===== src/design/mi_pkg.sv =====
`timescale 1ns / 1ps
`default_nettype none
// ----------------------------------------------------------------------------
// mi_pkg
// Shared types for the modular inverse block.
// ----------------------------------------------------------------------------
package mi_pkg;

    // control broadcast to every remainder cell
    typedef struct packed {
        logic clr;  // zero the partial remainder
        logic en;   // take one shift/subtract step
    } t_cell_ctl;

endpackage
`default_nettype wire


===== src/design/mi_cell.sv =====
`timescale 1ns / 1ps
`default_nettype none
// ----------------------------------------------------------------------------
// mi_cell
// One bit of the divider remainder: shift-in, subtract bit, borrow ripple.
// ----------------------------------------------------------------------------
module mi_cell (
    input  wire logic              i_clk,
    input  wire mi_pkg::t_cell_ctl i_ctl,
    input  wire logic              i_shift_in,
    input  wire logic              i_div_bit,
    input  wire logic              i_borrow_in,
    input  wire logic              i_sel,
    output logic                   o_rem,
    output logic                   o_next,
    output logic                   o_borrow
);
    import mi_pkg::*;

    logic r_rem;
    logic w_diff;

    assign w_diff   = i_shift_in ^ i_div_bit ^ i_borrow_in;
    assign o_borrow = (~i_shift_in & i_div_bit) | (~(i_shift_in ^ i_div_bit) & i_borrow_in);
    assign o_next   = i_sel ? w_diff : i_shift_in;
    assign o_rem    = r_rem;

    always_ff @(posedge i_clk) begin
        if (i_ctl.clr) begin
            r_rem <= 1'b0;
        end else if (i_ctl.en) begin
            r_rem <= o_next;
        end
    end

endmodule
`default_nettype wire


===== src/design/mi_chain.sv =====
`timescale 1ns / 1ps
`default_nettype none
// ----------------------------------------------------------------------------
// mi_chain
// Row of remainder cells forming a restoring divider, one quotient bit per step.
// ----------------------------------------------------------------------------
module mi_chain #(
    parameter int WIDTH = 32
) (
    input  wire logic              i_clk,
    input  wire mi_pkg::t_cell_ctl i_ctl,
    input  wire logic              i_dividend_msb,
    input  wire logic [WIDTH-1:0]  i_divisor,
    output logic                   o_qbit,
    output logic [WIDTH-1:0]       o_rem
);
    import mi_pkg::*;

    logic [WIDTH:0] w_rem;
    logic [WIDTH:0] w_next;
    logic [WIDTH:0] w_shift;
    logic [WIDTH:0] w_div;
    logic [WIDTH+1:0] w_borrow;
    logic           w_sel;

    assign w_shift   = {w_rem[WIDTH-1:0], i_dividend_msb};
    assign w_div     = {1'b0, i_divisor};
    assign w_borrow[0] = 1'b0;
    assign w_sel     = ~w_borrow[WIDTH+1];
    assign o_qbit    = w_sel;
    // remainder after the current step; it always fits in WIDTH bits
    assign o_rem     = w_next[WIDTH-1:0];

    for (genvar g = 0; g <= WIDTH; g++) begin : g_cell
        mi_cell u_cell (
            .i_clk       (i_clk),
            .i_ctl       (i_ctl),
            .i_shift_in  (w_shift[g]),
            .i_div_bit   (w_div[g]),
            .i_borrow_in (w_borrow[g]),
            .i_sel       (w_sel),
            .o_rem       (w_rem[g]),
            .o_next      (w_next[g]),
            .o_borrow    (w_borrow[g+1])
        );
    end

endmodule
`default_nettype wire


===== src/design/modular_inverse.sv =====
`timescale 1ns / 1ps
`default_nettype none
// ----------------------------------------------------------------------------
// modular_inverse
// Modular inverse by the iterative extended Euclidean algorithm.
// ----------------------------------------------------------------------------
// Takes a value and a modulus (both cut to WIDTH bits) and returns the
// inverse of the value mod the modulus, or status 1 with inverse 0 when the
// two are not coprime, the value is zero, or the modulus is below two. One
// word is worked at a time. Each Euclid step runs the quotient through a row
// of WIDTH+1 bit cells, one quotient bit a cycle, after a check in the
// S_CHK state. The Euclid step count is at most about 1.44 * WIDTH. A
// finished result sits in the output register, and the next word is
// taken while it waits.
// ----------------------------------------------------------------------------
module modular_inverse #(
    parameter int WIDTH = 32
) (
    input  wire logic        i_clk,
    input  wire logic        i_rst_n,
    input  wire logic        i_valid,
    output logic             o_stall,
    input  wire logic [31:0] i_value,
    input  wire logic [31:0] i_modulus,
    output logic             o_valid,
    input  wire logic        i_stall,
    output logic [31:0]      o_inverse,
    output logic             o_status
);
    import mi_pkg::*;

    localparam int CW = $clog2(WIDTH);

    typedef enum logic [1:0] {S_IDLE, S_CHK, S_DIV, S_FIN} t_state;

    t_state           r_state;
    logic [WIDTH-1:0] r_mod, r_r, r_nr, r_t, r_nt, r_acc, r_dvd;
    logic             r_odd;
    logic [CW-1:0]    r_cnt;
    logic [WIDTH-1:0] r_res_inv;
    logic             r_res_stat;
    logic             r_out_valid;
    logic [31:0]      r_out_inv;
    logic             r_out_stat;

    logic [WIDTH-1:0] w_val, w_mod, w_rem, w_res_inv;
    logic [31:0]      w_res_out;
    logic             w_qbit;
    t_cell_ctl        w_ctl;

    // cut or zero-extend the 32-bit fields to the operand width
    always_comb begin
        for (int i = 0; i < WIDTH; i++) begin
            w_val[i] = (i < 32) ? i_value[i % 32]   : 1'b0;
            w_mod[i] = (i < 32) ? i_modulus[i % 32] : 1'b0;
        end
        w_res_inv = (r_odd || r_t == '0) ? r_t : r_mod - r_t;
        for (int i = 0; i < 32; i++) begin
            w_res_out[i] = (i < WIDTH) ? r_res_inv[i % WIDTH] : 1'b0;
        end
    end

    assign w_ctl.clr = (r_state == S_CHK);
    assign w_ctl.en  = (r_state == S_DIV);

    // quotient of r / nr, one bit a cycle, remainder left in the cells
    mi_chain #(.WIDTH(WIDTH)) u_chain (
        .i_clk          (i_clk),
        .i_ctl          (w_ctl),
        .i_dividend_msb (r_dvd[WIDTH-1]),
        .i_divisor      (r_nr),
        .o_qbit         (w_qbit),
        .o_rem          (w_rem)
    );

    assign o_stall   = (r_state != S_IDLE);
    assign o_valid   = r_out_valid;
    assign o_inverse = r_out_inv;
    assign o_status  = r_out_stat;

    always_ff @(posedge i_clk) begin
        if (!i_rst_n) begin
            r_state     <= S_IDLE;
            r_out_valid <= 1'b0;
        end else begin
            // FIN reloads the output itself when it frees up
            if (r_out_valid && !i_stall && r_state != S_FIN) begin
                r_out_valid <= 1'b0;
            end
            case (r_state)
                S_IDLE: begin
                    if (i_valid) begin
                        // a modulus below two runs no steps and ends with gcd 0
                        if (w_mod < WIDTH'(2)) begin
                            r_r  <= '0;
                            r_nr <= '0;
                        end else begin
                            r_r  <= w_mod;
                            r_nr <= w_val;
                        end
                        r_mod   <= w_mod;
                        r_t     <= '0;
                        r_nt    <= WIDTH'(1);
                        r_odd   <= 1'b0;
                        r_state <= S_CHK;
                    end
                end
                S_CHK: begin
                    if (r_nr == '0) begin
                        r_res_stat <= (r_r != WIDTH'(1));
                        r_res_inv  <= (r_r != WIDTH'(1)) ? '0 : w_res_inv;
                        r_state    <= S_FIN;
                    end else begin
                        r_dvd   <= r_r;
                        r_acc   <= '0;
                        r_cnt   <= '0;
                        r_state <= S_DIV;
                    end
                end
                S_DIV: begin
                    r_dvd <= {r_dvd[WIDTH-2:0], 1'b0};
                    // q * nt built MSB first alongside the quotient bits
                    r_acc <= {r_acc[WIDTH-2:0], 1'b0} + (w_qbit ? r_nt : '0);
                    r_cnt <= r_cnt + CW'(1);
                    if (r_cnt == CW'(WIDTH - 1)) begin
                        // last quotient bit is in: Euclid update
                        r_r     <= r_nr;
                        r_nr    <= w_rem;
                        r_t     <= r_nt;
                        r_nt    <= r_t + ({r_acc[WIDTH-2:0], 1'b0} + (w_qbit ? r_nt : '0));
                        r_odd   <= ~r_odd;
                        r_state <= S_CHK;
                    end
                end
                S_FIN: begin
                    if (!r_out_valid || !i_stall) begin
                        r_out_valid <= 1'b1;
                        r_out_inv   <= w_res_out;
                        r_out_stat  <= r_res_stat;
                        r_state     <= S_IDLE;
                    end
                end
                default: r_state <= S_IDLE;
            endcase
        end
    end

endmodule
`default_nettype wire


===== config.mk =====
export PLATFORM = sky130hd
export DESIGN_NAME = modular_inverse
export DESIGN_NICKNAME = d
export VERILOG_FILES = /design/src/design/mi_pkg.sv /design/src/design/mi_cell.sv /design/src/design/mi_chain.sv /design/src/design/modular_inverse.sv
export SDC_FILE = /design/constraint.sdc
export NUM_CORES = 1
export LEC_CHECK = 0
export ABC_AREA = 0
export BUFFER_PORTS_ARGS = -buffer_cell sky130_fd_sc_hd__buf_2
export CAP_MARGIN = 40
export CORE_MARGIN = 8
export CORE_UTILIZATION = 50
export DETAILED_ROUTE_END_ITERATION = 16
export GPL_TIMING_DRIVEN = 0
export PLACE_DENSITY = 0.7
export SYNTH_ARGS = -nofsm -noshare
export SYNTH_HDL_FRONTEND = slang
export SYNTH_SLANG_ARGS = --single-unit

===== constraint.sdc =====
create_clock -name i_clk -period 18.77 [get_ports i_clk]
set_clock_uncertainty 0.2 [all_clocks]
set_input_delay 2.8155 -clock i_clk [delete_from_list [all_inputs] [get_ports i_clk]]
set_output_delay 2.8155 -clock i_clk [all_outputs]
set_load 0.02 [all_outputs]

==> results of run 1 <==
## worst max-delay path, delay by kind of cell, from the launching register on
family	cells	cell delay [ns]
AO/OA/AOI/OAI	10	2.06
flip-flops	1	0.36
XOR/XNOR	2	0.29
buffers and inverters	4	0.51
adder cells (fa/ha/maj)	34	13.71
AND/OR/NAND/NOR	6	0.81
## where the power goes
part	switching, uW	internal, uW
Sequential	43.7	869
Clock	295	455
Combinational	621	425
## area by class of cell
cell class                 instances  area share (%)
buffer                            70            1.38
clock buffer                      45            4.50
clock inverter                    22            1.25
inverter                          93            1.61
multi-input combinational       1357            40.9
sequential                       330            44.0
tap                              474            2.73
timing repair buffer             129            3.67
## Yosys cell counts (4+ instances only)
cell type	instances	area (sq um)
ha_1	97	1210
a31oi_1	7	43.8
nor3b_1	7	52.6
inv_1	92	345
o31ai_1	6	45.0
xor2_1	23	201
nand3b_1	5	37.5
nor2_1	96	360
nand2b_1	19	119
a21o_1	39	293
or4_1	4	30.0
dfxtp_1	35	701
clkbuf_1	60	225
o211ai_1	10	75.1
buf_1	9	33.8
o21bai_1	17	128
edfxtp_1	295	8860
a22o_1	4	35.0
o21a_1	12	90.1
xnor2_1	50	438
and3_1	10	62.6
a21oi_1	102	510
o21ai_0	146	731
nor3_1	19	95.1
nand3_1	23	115
fa_1	34	681
nand2_1	369	1390
nor4_1	33	206
and2_1	108	676
nor2b_1	14	87.6
o21ai_1	16	80.1
o31a_1	4	35.0
a211oi_1	13	97.6
nand4_1	13	81.3
mux2i_1	6	60.1
## final timing paths
check	start	to	slack, ns	cells after the start
worst min register to register	r_res_inv[31]	o_inverse[31]	0.21	0
worst max-delay path	r_dvd[31]	r_nt[29]	0.53	56
worst min-delay path	r_res_inv[31]	o_inverse[31]	0.21	0
worst max register to register	r_dvd[31]	r_nt[29]	0.53	56
## cell families after synthesis
kind of cell,after synthesis,synth area share (%)
muxes,6,0.320
buffers and inverters,165,3.32
DFF,330,51.0
xor gates and xnor gates,73,3.41
AOI/OAI and AO/OA,416,13.7
and+or+nand+nor,731,18.1
adders and majority gates,131,10.1
## per-stage QoR
stage | hold WS (ns) | TNS, ns | instances
2_1_floorplan | 0.200 | 0 | 1852
3_3_place_gp | 0.203 | -31.15 | 2428
3_5_place_dp | 0.205 | -34.89 | 2440
4_1_cts | 0.218 | 0 | 2514
5_1_grt | 0.223 | -0.0334 | 2520
6_report | 0.212 | 0 | 2520
## metal layers
layer | part of all wire (%) | routed length (um)
met1 | 43 | 21500
met5 | 0.026 | 13
met4 | 3.9 | 1940
met2 | 46 | 22700
met3 | 7.3 | 3640
## state kept, by name, summed over array words and instances, names as in the netlist
register	flops
r_mod	32
r_odd	1
o_status	1
r_acc	31
r_res_inv	32
r_r	32
r_nr	32
r_nt	32
u_chain.g_cell.u_cell.o_rem	32
r_cnt	5
r_state	2
r_dvd	32
o_inverse	32
r_t	32
o_valid	1
r_res_stat	1
## what timing repair did
action / 4_1_cts / 5_1_grt
setup endpoints to repair: 42 / 18
gates cloned: 0 / 0
pin swaps: 13 / 14
gates resized for setup: 54 / 27
setup buffers: 8 / 7
==> summary.txt, run 1 <==
Status
  – Outcome: complete, no violations

Floorplanning
  – FP Rows: 71
  – Die X: 210 um
  – Io pins: 103
  – Initial core utilization: 50.2%
  – Die area: 0.0439 sq mm
  – Placeable Area: 0.0373 sq mm
  – Die Y: 210 um

Cells and area
  – Commonest non-fill, non-tap cell in the layout: nand2_1
  – Flip-flop and latch area: 0.00956 sq mm
  – Fraction of final layout cells sized beyond drive strength 1: 13.5%
  – Design Area, Final: 0.0217 sq mm
  – Final #Nets: 2,217
  – Area of the multi-input gates: 0.00888 sq mm
  – Layout overhead on the synthesized area: 15.9%
  – Filler cells: 3,130
  – Final core occ: 58.3%
  – Commonest cells after routing, fill and taps aside: nand2_1 (367), edfxtp_1 (295), o21ai_0 (144)
  – # diodes: 0

Clock network
  – Num Clock Sinks: 330
  – CTS tree: yes
  – CTS H-tree lvls: 2
  – Root Buffer: clkbuf_16
  – Clock Path Buffers: 3
  – Num CTS Buffers: 37
  – CTS Hold Bufs: 0
  – Clock latency on the worst-skew pair: 0.54 ns
  – Worst-path clk slew: 0.06 ns

GRT
  – Met2 Usage GRT: 36.0%
  – Gr busiest metal: met2
  – Antenna violations before repair: 1
  – Pin count of the biggest net entering global routing: 34
  – GRT overflow: 0
  – GRT met3 Usage: 3.46%
  – Global Route Usage Sum: 22.4%
  – Number of global-route vias before repair: 14,400
  – First-pass GRT wire length: 78,300 um
  – Met1 Use GR: 30.1%

Routing
  – Routed vias: 14,600
  – Drt wl/cell: 19.7 um
  – Iteration-0 DRC Markers: 1,438
  – Post-DRT Antenna Nets: 0
  – DRC: 0
  – Vias per cell: 5.80
  – Detailed Route WL: 49,800 um
  – Drt first pass iters: 6

Timing
  – Final Hold Viols: 0
  – Achievable Freq: 54.8 MHz
  – Setup WS post-layout: 0.527 ns
  – Slew at the pin closest to its max-slew limit: 0.882 ns
  – Max-Slew Margin vs Limit: 41.1%
  – Setup violators final: 0
  – Crit share post-route: 97.2%
  – Max Slew Vio Count: 0
  – Crit path time final: 18.24 ns

Job
  – Max Cap Viol: 0

Synthesis
  – Cells after Synth: 1,852
  – Mapped Nets: 2,051
  – Synth Area per Inst: 10.1 sq um
  – Synth warn: 0
  – Post-synthesis sequential area ratio: 51.0%
  – Synth unique cells: 71
  – Asr flop ratio synth: 0%
  – Post-synth top flop: edfxtp_1
  – Post-synth EDFFs: 295
  – Cell Area, Synth: 0.0187 sq mm
  – Flop and latch count out of synthesis: 330

Critical path
  – Worst Path Max Fanout: 10
  – WP data required: 18.84 ns
  – Worst EP arrival: 18.32 ns
  – Cell repeated most along the worst path: fa_2
  – CP Class: flip-flop to flip-flop
  – Worst path slowest cell: fa_1
  – CP max stage delay: 0.47 ns
  – Worst setup SP type: flip-flop
  – Crit. End Element: flip-flop

Power
  – Maximum VDD drop: 0.0890 mV
  – Pleak: 0.00857 uW
  – Pwr Density: 125 mW/mm^2
  – Overall Power: 2710 uW

Placement
  – Global placer's final weighted congestion: 0.922
  – Cell Area, Placed: 0.0201 sq mm
  – IO buf count: 102
  – Final HPWL DP: 37,400 um
  – Place WS: -1.93 ns

Hold path
  – Worst hold path type: flip-flop to flip-flop
(Power assumes the default switching activity.)
==> run 2: changes to the inputs <==
--- a/config.mk
+++ b/config.mk
@@ -12,7 +12,7 @@
 export CORE_UTILIZATION = 50
 export DETAILED_ROUTE_END_ITERATION = 16
 export GPL_TIMING_DRIVEN = 0
-export PLACE_DENSITY = 0.7
+export PLACE_DENSITY = 0.74
 export SYNTH_ARGS = -nofsm -noshare
 export SYNTH_HDL_FRONTEND = slang
 export SYNTH_SLANG_ARGS = --single-unit
==> run 2 against run 1 <==
  * Design area is 0.33% lower
  * Sequential cell count stayed put
  * Combinational power hardly changed
  * First-iteration DRC count is 1.6% lower
  * Via count is 0.16% lower
  * Utilization is 0.19 points lower
  * Power is 1.6% lower
  * Hold slack worse by 0.0055 ns
  * Non-clock buffer count is 3 lower
  * Highest routed layer is now met4
==> summary.txt, run 2 (same netlist as run 1, synthesis figures left out) <==
Status
  – Outcome: complete, no violations

Floorplanning
  – FP Rows: 71 (unchanged)
  – Die area: 0.0439 sq mm (unchanged)
  – Die Y: 210 um (unchanged)
  – Initial core utilization: 50.2% (unchanged)
  – Io pins: 103 (unchanged)
  – Placeable Area: 0.0373 sq mm (unchanged)
  – Die X: 210 um (unchanged)

Placement
  – IO buf count: 102 (unchanged)
  – DP Cell Count: 2,440 (unchanged)
  – Cell Area, Placed: 0.0201 sq mm (about the same)
  – Global placer's final weighted congestion: 0.917 (-0.49%)
  – Final HPWL DP: 37,200 um (-0.42%)

Clock network
  – Worst-path clk slew: 0.06 ns (about the same)
  – Num CTS Buffers: 36 (-2.7%)
  – Clock latency on the worst-skew pair: 0.53 ns (about the same)
  – CTS H-tree lvls: 2 (unchanged)
  – Root Buffer: clkbuf_16
  – CTS tree: yes
  – Clock Path Buffers: 3 (unchanged)
  – Num Clock Sinks: 330 (unchanged)
  – CTS Hold Bufs: 0 (unchanged)

Critical path
  – CP Class: flip-flop to flip-flop
  – FF-to-FF End: r_nt[31]
  – CP max stage delay: 0.46 ns (about the same)
  – Crit path capture: r_nt[31]
  – Worst path slowest cell: fa_1
  – Reg-to-Reg Start: r_nr[0]
  – R2R depth: 58 (+3.6%)
  – Critical Path Source: r_nr[0]
  – Crit. End Element: flip-flop
  – Worst Path Max Fanout: 10 (unchanged)
  – Worst EP arrival: 18.38 ns (+0.06 ns)
  – Cell repeated most along the worst path: fa_2
  – Worst setup SP type: flip-flop
  – Reg2Reg Setup Slack: 0.46 ns (-0.07 ns)
  – WP data required: 18.84 ns (about the same)

Timing
  – Crit share post-route: 97.5% (+0.35 points)
  – Crit path time final: 18.31 ns (+0.0659 ns)
  – Achievable Freq: 54.6 MHz (-0.36%)
  – Max Slew Vio Count: 0 (unchanged)
  – Setup TNS: 0 ns (unchanged)
  – Slew at the pin closest to its max-slew limit: 0.875 ns (-0.00663 ns)
  – Setup violators final: 0 (unchanged)
  – Max-Slew Margin vs Limit: 41.5% (+0.44 points)
  – Final Hold Viols: 0 (unchanged)
  – Hold slack: 0.207 ns (-0.00550 ns)

GRT
  – Pin count of the biggest net entering global routing: 34 (unchanged)
  – Number of global-route vias before repair: 14,200 (-1.5%)
  – GRT overflow: 0 (unchanged)
  – First-pass GRT wire length: 76,800 um (-1.9%)
  – Antenna violations before repair: 0 (-1)
  – Global Route Usage Sum: 22.0% (-0.38 points)

Cells and area
  – # diodes: 0 (unchanged)
  – Post-route insts no fill: 2,512 (-0.32%)
  – Fraction of final layout cells sized beyond drive strength 1: 13.4% (-0.094 points)
  – Commonest non-fill, non-tap cell in the layout: nand2_1
  – Commonest cells after routing, fill and taps aside: nand2_1 (368), edfxtp_1 (295), o21ai_0 (143)
  – Final #Nets: 2,213 (-0.18%)
  – Filler cells: 3,089 (-1.3%)
  – Layout overhead on the synthesized area: 15.6%
  – Design Area, Final: 0.0217 sq mm (-0.33%)

Routing
  – Vias per cell: 5.81 (+0.15%)
  – Detailed Route WL: 49,200 um (-1.1%)
  – Iteration-0 DRC Markers: 1,415 (-1.6%)
  – DRC: 0 (unchanged)
  – Post-DRT Antenna Nets: 0 (unchanged)
  – Drt first pass iters: 5 (-1)
  – Routed vias: 14,600 (-0.16%)
  – Drt wl/cell: 19.6 um (-0.79%)

Hold path
  – WHS Path Cells: 0 (unchanged)
  – Worst hold path type: flip-flop to flip-flop

Power
  – Pleak: 0.00854 uW (-0.36%)
  – Pwr Density: 123 mW/mm^2 (-1.3%)
  – Maximum VDD drop: 0.0825 mV (-7.4%)

Job
  – Max Cap Viol: 0 (unchanged)
run 2: cell types whose count changed in the layout (fill, tap and decap cells not counted), sizes merged:
cell	before	now
buf	141	138
clkinv	14	9
clkbuf	103	106
inv	93	92
clkinvlp	2	3
bufinv	6	3
run 2: how the worst min path moves through the flow:
stage	endpoint	startpoint
finish	o_inverse[29]	r_res_inv[29]
global route	o_inverse[30]	r_res_inv[30]
CTS	o_inverse[29]	r_res_inv[29]
detailed placement	o_inverse[20]	r_res_inv[20]
global placement	o_inverse[7]	r_res_inv[7]
floorplan	o_inverse[0]	r_res_inv[0]
run 2: power by group:
group / leakage, uW / switching, uW / internal (uW)
combinational: 0.00486 / 624 / 426
clock: 0.000566 / 282 / 421
sequential: 0.00312 / 43.9 / 869
total: 0.00854 / 950 / 1720
run 2: stage by stage:
stage          worst slack, ns  util [%]  power (uW)
6_report                 0.461      58.1        2670
3_5_place_dp             -2.06      53.8        1860
5_1_grt                -0.0110      58.1        2820
4_1_cts                 0.0395      57.5        2600
2_1_floorplan          0.00487         -        1620
3_3_place_gp             -1.83      53.2        1820
run 2: metal layers:
layer	GRT usage, %	vias to the layer above	share of wire (%)
met3	3.33	128	8.3
met2	35.1	656	45
met1	29.7	6897	42
met4	9.36	0	4.2
met5	0	-	0
li1	-	6905	-
run 2: layout make-up:
type | instances | area (sq um) | share of cell area, %
plain buffers | 70 | 303 | 1.40
multi-input cells | 1357 | 8900 | 41.1
well taps | 474 | 593 | 2.74
inverters | 93 | 349 | 1.61
clock inverters | 14 | 153 | 0.705
flip-flops and latches | 330 | 9560 | 44.1
clock buffers | 48 | 1020 | 4.70
repair buffers | 126 | 791 | 3.65
run 2: what timing repair did:
action / CTS / global route
pin swaps: 6 / 17
buffers inserted: 6 / 6
setup endpoints to repair: 43 / 17
resized for setup: 45 / 39
run 2: worst max-delay path: cells and delay by family (launching register included):
family          cells  cell delay, ns
xor+xnor            2            0.28
simple gates        5            0.77
fa+ha+maj          34           13.64
flops               1            0.41
compound gates     12            1.99
buf+inv             5            0.73
